<file path="config.mk">
export PLATFORM = sky130hd
export DESIGN_NAME = elapsed_time_stopwatch
export DESIGN_NICKNAME = d
export VERILOG_FILES = /design/src/design/ets_pkg.sv /design/src/design/elapsed_time_stopwatch.sv /design/src/design/ets_ctrl.sv /design/src/design/ets_fold.sv /design/src/design/ets_div.sv
export VERILOG_INCLUDE_DIRS = /design/src /design/src/design
export SDC_FILE = /design/constraint.sdc
export NUM_CORES = 1
export LEC_CHECK = 0
export ABC_AREA = 1
export BUFFER_PORTS_ARGS = -buffer_cell sky130_fd_sc_hd__clkbuf_2
export CORE_UTILIZATION = 59
export DETAILED_ROUTE_END_ITERATION = 10
export PLACE_DENSITY = 0.79
export SYNTH_ARGS = -nofsm -noshare
export SYNTH_HDL_FRONTEND = slang
export SYNTH_SLANG_ARGS = --single-unit
</file>
<file path="constraint.sdc">
create_clock -name clk -period 5.1 [get_ports clk]
set_input_delay 1.02 -clock clk [delete_from_list [all_inputs] [get_ports clk]]
set_output_delay 1.02 -clock clk [all_outputs]
set_load 0.03 [all_outputs]
</file>
<file path="src/design/elapsed_time_stopwatch_assert.svh">
`ifndef ELAPSED_TIME_STOPWATCH_ASSERT_SVH
`define ELAPSED_TIME_STOPWATCH_ASSERT_SVH

// Condition must hold in the same cycle as its trigger
`define ETS_ASSERT_SAME(label, trig, cond) \
    label: assert property (@(posedge clk) disable iff (!rst_n) (trig) |-> (cond)) \
        else $error("stopwatch check failed");

// Condition must hold in the cycle after its trigger
`define ETS_ASSERT_NEXT(label, trig, cond) \
    label: assert property (@(posedge clk) disable iff (!rst_n) (trig) |=> (cond)) \
        else $error("stopwatch check failed");

`endif

</file>
<file path="src/design/ets_pkg.sv">
package ets_pkg;

    // Port widths
    localparam int unsigned NOW_W          = 32;
    localparam int unsigned TIME_WIDTH_DEF = 32;
    localparam int unsigned SHOWN_W        = 14;
    localparam int unsigned SHOWN_MAX      = 9959;

    // Elapsed time is first folded to a residue modulo one hundred hours
    localparam int unsigned BYTE_W    = 8;
    localparam int unsigned WRAP_SECS = 360000;
    localparam int unsigned RES_W     = 19;
    localparam int unsigned PROD_W    = BYTE_W + RES_W;
    localparam int unsigned SUM_W     = 30;

    // Quotient of the folded sum by WRAP_SECS: drop six bits, then divide by 5625
    localparam int unsigned SUM_SHIFT  = 6;
    localparam int unsigned QUOT_DIV   = WRAP_SECS >> SUM_SHIFT;
    localparam int unsigned T_W        = SUM_W - SUM_SHIFT;
    localparam int unsigned Q_SHIFT    = 38;
    localparam int unsigned Q_RECIP_W  = 26;
    localparam int unsigned Q_W        = 12;
    localparam logic [Q_RECIP_W-1:0] Q_RECIP =
        Q_RECIP_W'(((64'd1 << Q_SHIFT) + QUOT_DIV - 1) / QUOT_DIV);

    // Hours: drop four bits, then divide by 225
    localparam int unsigned SECS_HOUR  = 3600;
    localparam int unsigned HOUR_PRE   = 4;
    localparam int unsigned HOUR_DIV   = SECS_HOUR >> HOUR_PRE;
    localparam int unsigned H_SHIFT    = 23;
    localparam int unsigned H_RECIP_W  = 16;
    localparam int unsigned HOUR_W     = 7;
    localparam logic [H_RECIP_W-1:0] H_RECIP =
        H_RECIP_W'(((64'd1 << H_SHIFT) + HOUR_DIV - 1) / HOUR_DIV);

    // Minutes: drop two bits, then divide by 15
    localparam int unsigned SECS_MIN   = 60;
    localparam int unsigned REM_W      = 12;
    localparam int unsigned MIN_PRE    = 2;
    localparam int unsigned MIN_DIV    = SECS_MIN >> MIN_PRE;
    localparam int unsigned M_SHIFT    = 14;
    localparam int unsigned M_RECIP_W  = 11;
    localparam int unsigned MIN_W      = 6;
    localparam logic [M_RECIP_W-1:0] M_RECIP =
        M_RECIP_W'(((64'd1 << M_SHIFT) + MIN_DIV - 1) / MIN_DIV);

    localparam int unsigned HOUR_WRAP = 100;

    localparam logic [RES_W-1:0]  WRAP_SECS_C = RES_W'(WRAP_SECS);
    localparam logic [REM_W-1:0]  SECS_HOUR_C = REM_W'(SECS_HOUR);
    localparam logic [HOUR_W-1:0] HOUR_WRAP_C = HOUR_W'(HOUR_WRAP);

    // What travels with each request through the pipeline
    typedef struct packed {
        logic show_held;
        logic colon;
    } ets_tag_t;

    // Weight of byte idx of the elapsed time, modulo WRAP_SECS
    function automatic logic [RES_W-1:0] fold_weight(input int unsigned idx);
        longint unsigned w;
        w = 1;
        for (int unsigned k = 0; k < idx; k++)
        begin
            w = (w * 256) % WRAP_SECS;
        end
        return RES_W'(w);
    endfunction

endpackage

</file>
<file path="src/design/elapsed_time_stopwatch.sv">
// Elapsed-time stopwatch with an hours:minutes display value.
// Request channel (req_valid/req_stall): current time in seconds and the
// start and stop button levels, both low when pressed. A request is taken
// on a rising edge with req_valid high and req_stall low.
// Result channel (rsp_valid/rsp_stall): shown_value = hours*100+minutes and
// colon_on. A request gives one result when stop is pressed or the watch is
// running, and none otherwise.
// A request passes the job, fold product, fold sum, div a to d and
// result registers. Throughput: one request per cycle while not
// stalled, set by the eight-stage pipeline (byte fold, then three
// reciprocal multiplies for the hundred-hour residue, hours and minutes).
// Reset: watch stopped, start seen as released, held display value zero,
// pipeline empty.
// With a valid result and rsp_stall high the result register holds;
// stages behind it keep filling bubbles, and req_stall rises once the
// first stage is full and blocked.
`include "elapsed_time_stopwatch_assert.svh"

module elapsed_time_stopwatch
    import ets_pkg::*;
#(
    parameter int unsigned TIME_WIDTH = TIME_WIDTH_DEF
)
(
    input  logic               clk,
    input  logic               rst_n,
    input  logic               req_valid,
    output logic               req_stall,
    input  logic [NOW_W-1:0]   now_seconds,
    input  logic               start_level,
    input  logic               stop_level,
    output logic               rsp_valid,
    input  logic               rsp_stall,
    output logic [SHOWN_W-1:0] shown_value,
    output logic               colon_on
);

    logic                  job_valid;
    logic                  job_stall;
    logic [TIME_WIDTH-1:0] job_elapsed;
    ets_tag_t              job_tag;
    logic                  fold_valid;
    logic                  fold_stall;
    logic [SUM_W-1:0]      fold_sum;
    ets_tag_t              fold_tag;
    logic                  div_valid;
    logic                  div_stall;
    logic [REM_W-1:0]      div_rem;
    logic [SHOWN_W-1:0]    div_hund;
    ets_tag_t              div_tag;

    logic                  rsp_valid_reg, rsp_valid_next;
    logic [SHOWN_W-1:0]    shown_reg, shown_next;
    logic                  colon_reg, colon_next;
    logic [SHOWN_W-1:0]    held_reg, held_next;

    logic                  out_take;
    logic [REM_W-MIN_PRE+M_RECIP_W-1:0] m_prod;
    logic [MIN_W-1:0]      minutes;
    logic [SHOWN_W-1:0]    calc_shown;

    ets_ctrl #(
        .TIME_WIDTH (TIME_WIDTH)
    ) u_ctrl (
        .clk         (clk),
        .rst_n       (rst_n),
        .req_valid   (req_valid),
        .req_stall   (req_stall),
        .now_seconds (now_seconds),
        .start_level (start_level),
        .stop_level  (stop_level),
        .job_valid   (job_valid),
        .job_stall   (job_stall),
        .job_elapsed (job_elapsed),
        .job_tag     (job_tag)
    );

    ets_fold #(
        .TIME_WIDTH (TIME_WIDTH)
    ) u_fold (
        .clk         (clk),
        .rst_n       (rst_n),
        .job_valid   (job_valid),
        .job_stall   (job_stall),
        .job_elapsed (job_elapsed),
        .job_tag     (job_tag),
        .fold_valid  (fold_valid),
        .fold_stall  (fold_stall),
        .fold_sum    (fold_sum),
        .fold_tag    (fold_tag)
    );

    ets_div u_div (
        .clk        (clk),
        .rst_n      (rst_n),
        .fold_valid (fold_valid),
        .fold_stall (fold_stall),
        .fold_sum   (fold_sum),
        .fold_tag   (fold_tag),
        .div_valid  (div_valid),
        .div_stall  (div_stall),
        .div_rem    (div_rem),
        .div_hund   (div_hund),
        .div_tag    (div_tag)
    );

    assign out_take  = !rsp_valid_reg || !rsp_stall;
    assign div_stall = !out_take;

    // Finish the minutes and pick the held or freshly computed value
    always_comb
    begin
        m_prod     = div_rem[REM_W-1:MIN_PRE] * M_RECIP;
        minutes    = m_prod[M_SHIFT +: MIN_W];
        calc_shown = div_hund + SHOWN_W'(minutes);

        shown_next     = div_tag.show_held ? held_reg : calc_shown;
        colon_next     = div_tag.colon;
        rsp_valid_next = out_take ? div_valid : rsp_valid_reg;
        held_next      = held_reg;
        if (out_take && div_valid && !div_tag.show_held)
        begin
            held_next = calc_shown;
        end
    end

    always_ff @(posedge clk or negedge rst_n)
    begin
        if (!rst_n)
        begin
            rsp_valid_reg <= 1'b0;
            held_reg      <= '0;
        end
        else
        begin
            rsp_valid_reg <= rsp_valid_next;
            held_reg      <= held_next;
        end
    end

    // Hold the result until it is taken
    always_ff @(posedge clk)
    begin
        if (out_take)
        begin
            shown_reg <= shown_next;
            colon_reg <= colon_next;
        end
    end

    assign rsp_valid   = rsp_valid_reg;
    assign shown_value = shown_reg;
    assign colon_on    = colon_reg;

    `ETS_ASSERT_SAME(a_held_range, 1'b1, held_reg <= SHOWN_W'(SHOWN_MAX))
    `ETS_ASSERT_SAME(a_held_shown, !$stable(held_reg), rsp_valid_reg && shown_reg == held_reg)
    `ETS_ASSERT_SAME(a_stall_full, req_stall, job_valid)
    `ETS_ASSERT_NEXT(a_stop_emits, req_valid && !req_stall && !stop_level, job_valid)

endmodule

</file>
<file path="src/design/ets_ctrl.sv">
module ets_ctrl
    import ets_pkg::*;
#(
    parameter int unsigned TIME_WIDTH = TIME_WIDTH_DEF
)
(
    input  logic                  clk,
    input  logic                  rst_n,
    input  logic                  req_valid,
    output logic                  req_stall,
    input  logic [NOW_W-1:0]      now_seconds,
    input  logic                  start_level,
    input  logic                  stop_level,
    output logic                  job_valid,
    input  logic                  job_stall,
    output logic [TIME_WIDTH-1:0] job_elapsed,
    output ets_tag_t              job_tag
);

    logic                  last_start_reg, last_start_next;
    logic                  running_reg, running_next;
    logic [TIME_WIDTH-1:0] stamp_reg, stamp_next;
    logic                  job_valid_reg, job_valid_next;
    logic [TIME_WIDTH-1:0] elapsed_reg, elapsed_next;
    ets_tag_t              tag_reg, tag_next;

    logic                  job_take;
    logic                  accept;
    logic                  start_edge;
    logic                  run_now;
    logic [TIME_WIDTH-1:0] now_w;

    assign job_take  = !job_valid_reg || !job_stall;
    assign req_stall = !job_take;
    assign accept    = req_valid && job_take;
    assign now_w     = TIME_WIDTH'(now_seconds);

    // Decode the buttons and form the elapsed time
    always_comb
    begin
        start_edge      = !start_level && last_start_reg && !running_reg;
        run_now         = running_reg || start_edge;
        stamp_next      = start_edge ? now_w : stamp_reg;
        elapsed_next    = now_w - stamp_next;
        last_start_next = start_level;
        running_next    = run_now && stop_level;

        tag_next.show_held = !stop_level;
        tag_next.colon     = !stop_level || !elapsed_next[0];

        job_valid_next = job_valid_reg;
        if (job_take)
        begin
            job_valid_next = accept && (!stop_level || run_now);
        end
    end

    // Hold the button and run state
    always_ff @(posedge clk or negedge rst_n)
    begin
        if (!rst_n)
        begin
            last_start_reg <= 1'b1;
            running_reg    <= 1'b0;
            stamp_reg      <= '0;
            job_valid_reg  <= 1'b0;
        end
        else
        begin
            job_valid_reg <= job_valid_next;
            if (accept)
            begin
                last_start_reg <= last_start_next;
                running_reg    <= running_next;
                stamp_reg      <= stamp_next;
            end
        end
    end

    // Advance the request payload
    always_ff @(posedge clk)
    begin
        if (accept)
        begin
            elapsed_reg <= elapsed_next;
            tag_reg     <= tag_next;
        end
    end

    assign job_valid   = job_valid_reg;
    assign job_elapsed = elapsed_reg;
    assign job_tag     = tag_reg;

endmodule

</file>
<file path="src/design/ets_fold.sv">
module ets_fold
    import ets_pkg::*;
#(
    parameter int unsigned TIME_WIDTH = TIME_WIDTH_DEF
)
(
    input  logic                  clk,
    input  logic                  rst_n,
    input  logic                  job_valid,
    output logic                  job_stall,
    input  logic [TIME_WIDTH-1:0] job_elapsed,
    input  ets_tag_t              job_tag,
    output logic                  fold_valid,
    input  logic                  fold_stall,
    output logic [SUM_W-1:0]      fold_sum,
    output ets_tag_t              fold_tag
);

    localparam int unsigned NCH  = (TIME_WIDTH + BYTE_W - 1) / BYTE_W;
    localparam int unsigned PADW = NCH * BYTE_W;

    logic              prod_valid_reg, prod_valid_next;
    logic [PROD_W-1:0] prod_reg [NCH];
    logic [PROD_W-1:0] prod_next [NCH];
    ets_tag_t          prod_tag_reg;
    logic              sum_valid_reg, sum_valid_next;
    logic [SUM_W-1:0]  sum_reg, sum_next;
    ets_tag_t          sum_tag_reg;

    logic              sum_take;
    logic              prod_take;
    logic [PADW-1:0]   e_pad;

    assign sum_take  = !sum_valid_reg || !fold_stall;
    assign prod_take = !prod_valid_reg || sum_take;
    assign job_stall = !prod_take;
    assign e_pad     = PADW'(job_elapsed);

    // Weight each byte of the elapsed time by its residue
    for (genvar i = 0; i < NCH; i++)
    begin : g_lane
        localparam logic [RES_W-1:0] WEIGHT = fold_weight(i);
        assign prod_next[i] = e_pad[i*BYTE_W +: BYTE_W] * WEIGHT;
    end

    // Add the weighted bytes
    always_comb
    begin
        sum_next = '0;
        for (int unsigned i = 0; i < NCH; i++)
        begin
            sum_next = sum_next + SUM_W'(prod_reg[i]);
        end
        prod_valid_next = prod_take ? job_valid : prod_valid_reg;
        sum_valid_next  = sum_take ? prod_valid_reg : sum_valid_reg;
    end

    always_ff @(posedge clk or negedge rst_n)
    begin
        if (!rst_n)
        begin
            prod_valid_reg <= 1'b0;
            sum_valid_reg  <= 1'b0;
        end
        else
        begin
            prod_valid_reg <= prod_valid_next;
            sum_valid_reg  <= sum_valid_next;
        end
    end

    // Advance the payload stages
    always_ff @(posedge clk)
    begin
        if (prod_take)
        begin
            prod_reg     <= prod_next;
            prod_tag_reg <= job_tag;
        end
        if (sum_take)
        begin
            sum_reg     <= sum_next;
            sum_tag_reg <= prod_tag_reg;
        end
    end

    assign fold_valid = sum_valid_reg;
    assign fold_sum   = sum_reg;
    assign fold_tag   = sum_tag_reg;

endmodule

</file>
<file path="src/design/ets_div.sv">
module ets_div
    import ets_pkg::*;
(
    input  logic               clk,
    input  logic               rst_n,
    input  logic               fold_valid,
    output logic               fold_stall,
    input  logic [SUM_W-1:0]   fold_sum,
    input  ets_tag_t           fold_tag,
    output logic               div_valid,
    input  logic               div_stall,
    output logic [REM_W-1:0]   div_rem,
    output logic [SHOWN_W-1:0] div_hund,
    output ets_tag_t           div_tag
);

    // Stage a: quotient by WRAP_SECS
    logic                 a_valid_reg, a_valid_next;
    logic [Q_W-1:0]       a_quot_reg, a_quot_next;
    logic [RES_W-1:0]     a_low_reg;
    ets_tag_t             a_tag_reg;
    // Stage b: residue
    logic                 b_valid_reg, b_valid_next;
    logic [RES_W-1:0]     b_res_reg, b_res_next;
    ets_tag_t             b_tag_reg;
    // Stage c: hours
    logic                 c_valid_reg, c_valid_next;
    logic [HOUR_W-1:0]    c_hrs_reg, c_hrs_next;
    logic [RES_W-1:0]     c_res_reg;
    ets_tag_t             c_tag_reg;
    // Stage d: seconds within the hour and hours times one hundred
    logic                 d_valid_reg, d_valid_next;
    logic [REM_W-1:0]     d_rem_reg, d_rem_next;
    logic [SHOWN_W-1:0]   d_hund_reg, d_hund_next;
    ets_tag_t             d_tag_reg;

    logic a_take, b_take, c_take, d_take;

    logic [T_W+Q_RECIP_W-1:0]           q_prod;
    logic [Q_W+RES_W-1:0]               q_secs;
    logic [RES_W-HOUR_PRE+H_RECIP_W-1:0] h_prod;
    logic [HOUR_W+REM_W-1:0]            h_secs;

    assign d_take     = !d_valid_reg || !div_stall;
    assign c_take     = !c_valid_reg || d_take;
    assign b_take     = !b_valid_reg || c_take;
    assign a_take     = !a_valid_reg || b_take;
    assign fold_stall = !a_take;

    // Divide by reciprocal multiplication, the products spread over stages a to d
    always_comb
    begin
        q_prod      = fold_sum[SUM_W-1:SUM_SHIFT] * Q_RECIP;
        a_quot_next = q_prod[Q_SHIFT +: Q_W];

        q_secs      = a_quot_reg * WRAP_SECS_C;
        b_res_next  = a_low_reg - q_secs[RES_W-1:0];

        h_prod      = b_res_reg[RES_W-1:HOUR_PRE] * H_RECIP;
        c_hrs_next  = h_prod[H_SHIFT +: HOUR_W];

        h_secs      = c_hrs_reg * SECS_HOUR_C;
        d_rem_next  = REM_W'(c_res_reg - RES_W'(h_secs));
        d_hund_next = c_hrs_reg * HOUR_WRAP_C;

        a_valid_next = a_take ? fold_valid : a_valid_reg;
        b_valid_next = b_take ? a_valid_reg : b_valid_reg;
        c_valid_next = c_take ? b_valid_reg : c_valid_reg;
        d_valid_next = d_take ? c_valid_reg : d_valid_reg;
    end

    always_ff @(posedge clk or negedge rst_n)
    begin
        if (!rst_n)
        begin
            a_valid_reg <= 1'b0;
            b_valid_reg <= 1'b0;
            c_valid_reg <= 1'b0;
            d_valid_reg <= 1'b0;
        end
        else
        begin
            a_valid_reg <= a_valid_next;
            b_valid_reg <= b_valid_next;
            c_valid_reg <= c_valid_next;
            d_valid_reg <= d_valid_next;
        end
    end

    // Advance the payload stages
    always_ff @(posedge clk)
    begin
        if (a_take)
        begin
            a_quot_reg <= a_quot_next;
            a_low_reg  <= fold_sum[RES_W-1:0];
            a_tag_reg  <= fold_tag;
        end
        if (b_take)
        begin
            b_res_reg <= b_res_next;
            b_tag_reg <= a_tag_reg;
        end
        if (c_take)
        begin
            c_hrs_reg <= c_hrs_next;
            c_res_reg <= b_res_reg;
            c_tag_reg <= b_tag_reg;
        end
        if (d_take)
        begin
            d_rem_reg  <= d_rem_next;
            d_hund_reg <= d_hund_next;
            d_tag_reg  <= c_tag_reg;
        end
    end

    assign div_valid = d_valid_reg;
    assign div_rem   = d_rem_reg;
    assign div_hund  = d_hund_reg;
    assign div_tag   = d_tag_reg;

endmodule

</file>
Word-level counts from Yosys, hierarchy flattened
Cells that the tools add are included.
- multipliers: 7
- mux-type cells: 2
- reductions and logical operators: 33
- $add $sub $neg: 7
- operators with widths (operator ; count):
    multiplier 24 x 22 -> 46 bit (second input constant) ; 1
    two-way mux 32 bit ; 1
    subtractor 32 bit ; 1
    adder 30 x 24 -> 30 bit ; 1
    adder 30 x 26 -> 30 bit ; 1
    multiplier 15 x 16 -> 30 bit (second input constant) ; 1
    multiplier 10 x 11 -> 20 bit (second input constant) ; 1
    multiplier 8 x 11 -> 19 bit (second input constant) ; 1
    subtractor 19 bit ; 1
    adder 8 x 16 -> 17 bit ; 1
    logical NOT 1 bit ; 15
    adder 14 x 6 -> 14 bit ; 1
    two-way mux 14 bit ; 1
    multiplier 12 x 13 -> 13 bit (second input constant) ; 1
    multiplier 7 x 5 -> 12 bit (second input constant) ; 1
    subtractor 12 bit ; 1
    logical OR 1 bit ; 11
    multiplier 7 x 8 -> 8 bit (second input constant) ; 1
    logical AND 1 bit ; 7
- logic and storage cells: 90
- output and inout bits: 17
- bits in registers: 283
- input port bits: 38

Logic depth before layout (Yosys ltp)
Gate-level depths: netlist of run 1.
- depth after elaboration: 11
- gate-level depth with buffers: 29
- gate-level depth less buffers: 29

Hierarchy
A second synthesis of run 1 with hierarchy kept.
- cells, all modules: 3811
- area total of the unflattened synthesis: 33606.0 um^2
- by module, submodules not included (module ; area each (um^2) ; cells an instance ; instances ; seq. area each (um^2)):
    ets_div ; 21045.2 ; 2313 ; 1 ; 3133.0
    ets_ctrl ; 5074.9 ; 670 ; 1 ; 1898.1
    ets_fold ; 4530.6 ; 428 ; 1 ; 2272.2
    elapsed_time_stopwatch ; 2955.3 ; 400 ; 1 ; 825.8

Worst setup path before layout of run 1
OpenSTA, ideal clock, no wires.
- kind: register to register
- from: register u_fold.sum_reg[16] (netlist: u_fold.fold_sum[16])
- to: register u_div.a_quot_reg[8] (data pin)
- arrival time: 5.299 ns
- setup time: 0.253 ns
- cell stages (with the launch flop): 24
- buffers on the path: 0
- data required time: 4.847 ns
- slack: -0.451 ns
- clock period less this slack: 5.551 ns
- cells stage by stage: edfxtp_1 -> inv_1 -> fa_1 -> inv_1 -> ha_1 -> inv_1 -> fa_1 -> inv_1 -> fa_1 -> inv_1 -> fa_1 -> inv_1 -> fa_1 -> inv_1 -> fa_1 -> inv_1 -> ha_1 -> nand2_1 -> nor2_1 -> nand2_1 -> nand3b_1 -> or2_1 -> nand4_1 -> nand2_1
- longest elaborated chain between the ends: 1
- ends and longest elaborated chain (item ; RTL line ; source):
    from (decl) ; ets_fold.sv:27 ; logic [SUM_W-1:0] sum_reg, sum_next;
    from (signal assigned) ; ets_fold.sv:82 ; sum_reg <= sum_next;
    multiplier 24 x 22 -> 46 bit ; ets_div.sv:53 ; q_prod = fold_sum[SUM_W-1:SUM_SHIFT] * Q_RECIP;
    named net u_div.q_prod[46] ; ets_div.sv:39 ; logic [T_W+Q_RECIP_W-1:0] q_prod;
    to (signal assigned) ; ets_div.sv:95 ; a_quot_reg <= a_quot_next;
    to (decl) ; ets_div.sv:19 ; logic [Q_W-1:0] a_quot_reg, a_quot_next;
The timed path passes the listed nets, and every way through them passes these cells.
A chain may end at the register's enable or synchronous reset.

Final worst setup path of run 1
- from: register u_fold.sum_reg[17] (netlist: u_fold.fold_sum[17])
- to: register u_div.a_quot_reg[8] (data pin)
The elaborated chain is that of the path after synthesis.

==> results of run 1 <==
[final timing paths]
kind                                startpoint                    to  slack (ns)  cells after the start
setup / recovery           u_fold.fold_sum[17]   u_div.a_quot_reg[8]       -0.52                     21
hold / removal                           rst_n           held_reg[4]        0.42                      1
setup reg to reg           u_fold.fold_sum[17]   u_div.a_quot_reg[8]       -0.52                     21
hold reg to reg             u_fold.fold_sum[5]    u_div.a_low_reg[5]        0.42                      0
max in group asynchronous                rst_n  u_ctrl.stamp_reg[29]        3.76                      2
min in group clk            u_fold.fold_sum[5]    u_div.a_low_reg[5]        0.42                      0
[what timing repair did]
| item | in CTS | in global routing |
|---|---|---|
| buffers inserted | 25 | 15 |
| endpoints found under the setup margin | 13 | 20 |
| gates resized for setup | 87 | 109 |
| pin swaps | 60 | 81 |
[layer usage]
metal	up-vias	GRT usage, %
met5	-	0
met4	0	7.463
met3	128	4.220
met2	768	48.13
met1	11530	39.53
li1	11600	-
[worst max-delay path, cell delays in order, from the launching register on]
cell and delay [ns]:
edfxtp_1 0.53, buf_4 0.21, ha_4 0.27, inv_2 0.06
fa_1 0.47, fa_1 0.52, inv_1 0.07, fa_1 0.55
fa_1 0.43, fa_1 0.50, inv_1 0.06, fa_1 0.51
inv_1 0.07, ha_4 0.29, nand2_4 0.08, nor2_4 0.14
inv_2 0.06, nor2_2 0.11, nand3b_1 0.07, or2_1 0.23
nand4_1 0.09, nand2_1 0.05
[Yosys cell counts (7+ instances only)]
| cell | instances |
|---|---|
| nor3_1 | 24 |
| nand4_1 | 38 |
| a31oi_1 | 7 |
| nand2_1 | 589 |
| nor2_1 | 188 |
| nand3b_1 | 7 |
| fa_1 | 298 |
| a21boi_0 | 9 |
| o21ai_0 | 114 |
| xnor2_1 | 24 |
| a21oi_1 | 159 |
| inv_1 | 795 |
| a21o_1 | 15 |
| xor2_1 | 74 |
| or2_2 | 9 |
| edfxtp_1 | 210 |
| o21ai_2 | 31 |
| mux2i_1 | 30 |
| dfrtp_1 | 55 |
| o21bai_1 | 22 |
| nand3_1 | 109 |
| ha_1 | 552 |
| nor4_1 | 8 |
[metrics by stage]
step | setup WS [ns] | hold slack (ns) | utilization, %
after floorplan | -0.1574 | 0.4003 | -
after global routing | -0.7093 | 0.4204 | 69.46
after CTS | -0.4245 | 0.4166 | 68.38
after global placement | -0.5870 | 0.4009 | 65.55
final | -0.5212 | 0.4152 | 69.46
after detailed placement | -0.6525 | 0.4045 | 65.55
[cell families after synthesis]
| group | share of synthesized area [%] |
|---|---|
| flip-flops | 24.77 |
| adder cells (fa/ha/maj) | 41.36 |
| AO/OA/AOI/OAI | 6.886 |
| buffers and inverters | 10.03 |
| AND/OR/NAND/NOR | 13.24 |
| multiplexers | 0.9648 |
| XOR/XNOR | 2.758 |
[layout make-up]
class / instances / area [um^2]
multi-input cells: 2337 / 21250
fillers: 3713 / 15790
repair buffers: 296 / 2143
flip-flops and latches: 266 / 7709
inverters: 799 / 3015
clock buffers: 31 / 711.9
clock inverters: 21 / 249.0
well taps: 680 / 850.8
==> impl_results.md, run 1 <==
- Wl on met1: 33340 um
- Main flop type after synthesis: edfxtp_1
- Fin cells: 4430
- Die ar.: 53680 um^2
- First-pass GRT wire length: 122500 um
- Final worst slack: -0.5212 ns
- Clock transition at the registers of the reported paths: 0.07 ns
- DP Cell Count: 4340
- Synth-to-layout area growth: 15.42%
- Die X: 231.7 um
- Pre-antenna DRT Iters: 5
- Clock Latency Late Sink: 0.57 ns
- Syn Inst Count: 3414
- Placed instance area: 33900 um^2
- Metal3 WL: 5347 um
- Setup crit end kind: register
- DR top layer: met4
- Share of layout cells above drive strength 1: 15.92%
- Failing checks: negative setup slack
- Routed via count: 24.02k
- Hold Buf Count CTS: 0
- IO Pins: 55
- Final nets: 4616
- Iter 0 DRT Violations: 1706
- Crit path DAT: 5.95 ns
- Post-synth EDFFs: 210
- Syn_area_per_cell: 9.117 um^2
- Synth top area share: 22.19%
- Largest register FFs: 41
- Hold/Removal Path Class: primary input to async pin
- Port Buffers: 54
- Tcrit/Tclk final: 110.2%
- RSZ-0062 raised after global routing: yes
- Drt drc: 0
- Post-synthesis register bit count: 266
- Ys Warns: 0
- Num rows: 83
- CP Max Fanout: 5
- Number of global-route vias before repair: 24.07k
- Routed len/inst: 17.31 um
- Mapped Area: 31130 um^2
- # setup viols final: 12
- Clk sink count: 266
- Grt ovf: 0
- Total of max-cap violations: 0
- CP Launch Type: register
- Ys async rst share: 21.05%
- Unique masters post-synth: 46
- Initial Utilization: 60.19%
- Final hold vios: 0
- Core Footprint: 51720 um^2
- Setup CP Type: register to register
- Total CTS buffers: 28
- CTS tree: yes
- DR WL met2: 35740 um
- Commonest non-fill, non-tap cell in the layout: inv_1
- Max Transition Viols Final: 0
- Chip Height: 231.7 um
- Leading post-synthesis cells by cell area: ha_1 (22%), edfxtp_1 (20%), fa_1 (19%), inv_1 (9.6%), nand2_1 (7.1%)
- Total Wirelength: 76660 um
- Syn nets: 4302
- H-tree level count: 1
- Commonest non-fill, non-tap cells in the layout: inv_1 (739), nand2_1 (558), ha_1 (521), fa_1 (291), buf_4 (234)
- Vias per cell: 5.423
- Yosys top cell by area: ha_1
- Hpwl dp: 63220 um
- Detail Route Antenna Nets: 0
- TNS Setup: -5.674 ns
- Clk root buf: clkbuf_16
- Worst Skew: 0.01371 ns
- Fmax achieved: 177.9 MHz
- RD Place Congestion: 1.004
- Sequential fraction of the synthesis area: 24.77%
- Finished layout cell area: 35920 um^2
- Outcome: finished, violations left
- N_diodes: 0
- Slew margin rel.: 31.09%
- CTS max path bufs: 3
- Data required, critical path: 5.43 ns
- Fin crit period: 5.621 ns
- Antenna violations before repair: 0
- Total track usage: 28.92%
- Slew @ Worst Pin: 1.031 ns
- Largest net degree at the start of global routing: 62
Power of run 1 is left out: the tool's default activity adds up to more than one toggle a clock period on the data nets, which glitch-free logic cannot reach.
==> run 2: changes to the inputs <==
SKIP_LAST_GASP = 1   (was not set)
==> run 2 against run 1 <==
The flow still finishes with violations (negative setup slack); fmax is 0.38% lower; largest cell class unchanged; core utilization is 0.14 points higher; critical path depth is 1 lower; wire length is 0.71% higher; first-iteration DRC count is 3.6% lower; count of clock-buffer cells in the layout stayed put; highest routed layer unchanged; non-clock buffer count is 2 lower; flip-flop and latch count stayed put.
==> impl_results.md, run 2 (synthesis results as in run 1) <==
- Outcome: finished, violations left
- Failing checks: negative setup slack
- Detail Route Antenna Nets: 0 (unchanged)
- Antenna violations before repair: 0 (unchanged)
- Crit-path cells: buf_4 -> ha_4 -> inv_2 -> fa_1 -> fa_1 -> inv_1 -> fa_1 -> fa_1 -> fa_1 -> inv_1 -> fa_1 -> inv_1 -> ha_4 -> nand2_2 -> nor2_4 -> nand2_1 -> nor3_2 -> nand3_1 -> nand4_1 -> nand2_1
- CTS tree: yes
- Num rows: 83 (unchanged)
- Data required, critical path: 5.42 ns (about the same)
- Slew @ Worst Pin: 1.036 ns (+0.004945 ns)
- Slew margin rel.: 30.76% (-0.33 points)
- Crit path DAT: 5.96 ns (about the same)
- Finished layout cell area: 36000 um^2 (+0.20%)
- Final hold vios: 0 (unchanged)
- CP Launch Type: register
- Port Buffers: 54 (unchanged)
- R2R Path End: u_div.a_quot_reg[7]
- Fmax achieved: 177.2 MHz (-0.38%)
- Core Footprint: 51720 um^2 (unchanged)
- H-tree level count: 1 (unchanged)
- Hold Buf Count CTS: 0 (unchanged)
- Worst reg2reg path depth: 20 (-4.8%)
- RSZ-0062 raised after global routing: yes
- RD Place Congestion: 1.004 (unchanged)
- CP Max Fanout: 5 (unchanged)
- Grt ovf: 0 (unchanged)
- Commonest non-fill, non-tap cell in the layout: inv_1
- Initial Utilization: 60.19% (unchanged)
- R2r setup slk: -0.54 ns (-0.02 ns)
- Fin crit period: 5.643 ns (+0.02152 ns)
- Clk sink count: 266 (unchanged)
- Placed instance area: 33900 um^2 (unchanged)
- Worst Setup SP: u_fold.fold_sum[17]
- Most used cell along the critical path: fa_1
- Total Wirelength: 77210 um (+0.71%)
- Share of layout cells above drive strength 1: 16.22% (+0.30 points)
- Reg-to-reg critical path startpoint: u_fold.fold_sum[17]
- Die ar.: 53680 um^2 (unchanged)
- Chip Height: 231.7 um (unchanged)
- Total of max-cap violations: 0 (unchanged)
- Worst Skew: 0.01857 ns (+0.004856 ns)
- Max Transition Viols Final: 0 (unchanged)
- Commonest non-fill, non-tap cells in the layout: inv_1 (739), nand2_1 (553), ha_1 (516), fa_1 (290), buf_4 (234)
- Iter 0 DRT Violations: 1644 (-3.6%)
- Clk root buf: clkbuf_16
- Pre-antenna DRT Iters: 5 (unchanged)
- Largest register FFs: 41 (unchanged)
- Setup crit end kind: register
- Final nets: 4614 (-0.043%)
- Die X: 231.7 um (unchanged)
- IO Pins: 55 (unchanged)
- Largest net degree at the start of global routing: 62 (unchanged)
- Hold/Removal Path Class: register to register
- Total CTS buffers: 28 (unchanged)
- Drt drc: 0 (unchanged)
- N_diodes: 0 (unchanged)
- Vias per cell: 5.444 (+0.39%)
- # setup viols final: 12 (unchanged)
- Final worst slack: -0.5427 ns (-0.02152 ns)
- Clock Latency Late Sink: 0.57 ns (about the same)
- Synth-to-layout area growth: 15.65%
- CP max-delay cell: fa_1
- Total track usage: 28.91% (about the same)
- Routed len/inst: 17.44 um (+0.76%)
- Number of global-route vias before repair: 24.07k (+0.0042%)
- CTS max path bufs: 3 (unchanged)
- Crit path largest cell delay: 0.55 ns (about the same)
- CP Capture Point: u_div.a_quot_reg[7]
- Setup CP Type: register to register
- Tcrit/Tclk final: 110.6% (+0.42 points)
- Hpwl dp: 63220 um (unchanged)
- Clock transition at the registers of the reported paths: 0.07 ns (about the same)
- First-pass GRT wire length: 122400 um (about the same)
- Finished Core Util: 69.60% (+0.14 points)
- Routed via count: 24.11k (+0.35%)
[run 2: cell count changes in the layout (fill, tap and decap cells not counted), sizes merged]
cell / change
buf: -2
[run 2: final cells by class]
type                    count  area [um^2]
well taps                 680        850.8
flip-flops and latches    266         7709
inverters                 799         3015
fillers                  3698        15720
clock buffers              31        711.9
repair buffers            294         2112
multi-input cells        2337        21350
clock inverters            21        249.0
[run 2: through the flow]
step	hold WS (ns)	worst slack, ns	setup TNS, ns	cells
floorplan	0.4003	-0.1574	-1.405	3414
global placement	0.4009	-0.5870	-5.245	4340
detailed placement	0.4045	-0.6525	-6.163	4340
CTS	0.4166	-0.4274	-4.849	4417
global route	0.4203	-0.7415	-7.858	4428
finish	0.4127	-0.5427	-5.469	4428
[run 2: how the worst min path moves through the flow]
stage	startpoint	endpoint	slack [ns]	cells past startpoint
2_1_floorplan	u_div.div_tag[0]	colon_on	0.40	0
3_3_place_gp	u_div.a_low_reg[5]	u_div.b_res_reg[5]	0.40	0
3_5_place_dp	u_fold.fold_sum[5]	u_div.a_low_reg[5]	0.40	0
4_1_cts	u_fold.fold_sum[5]	u_div.a_low_reg[5]	0.42	0
5_1_grt	u_ctrl.job_elapsed[14]	u_fold.prod_reg[68]	0.42	0
6_report	u_fold.fold_sum[5]	u_div.a_low_reg[5]	0.41	0
[run 2: worst max-delay path, delay by kind of cell, from the launching register on]
family	cells	cell delay (ns)
AND/OR/NAND/NOR	7	0.86
flip-flops	1	0.52
adder cells (fa/ha/maj)	8	3.54
buffers and inverters	5	0.48
[run 2: routing by layer]
| layer | GRT usage (%) | vias to the layer above | wire [um] | part of all wire (%) |
|---|---|---|---|---|
| met1 | 39.54 | 11610 | 33410 | 43 |
| met4 | 7.463 | 0 | 2271 | 2.9 |
| met5 | 0 | - | 0 | 0 |
| met2 | 48.10 | 768 | 36140 | 47 |
| met3 | 4.220 | 140 | 5385 | 7.0 |
| li1 | - | 11590 | - | - |
[run 2: what timing repair did]
item                                    in CTS  in global routing
pin swaps                                   58                 85
endpoints found under the setup margin      13                 20
resized for setup                           83                131
buffers inserted                            25                 12
Power of run 2 is left out for the same reason.
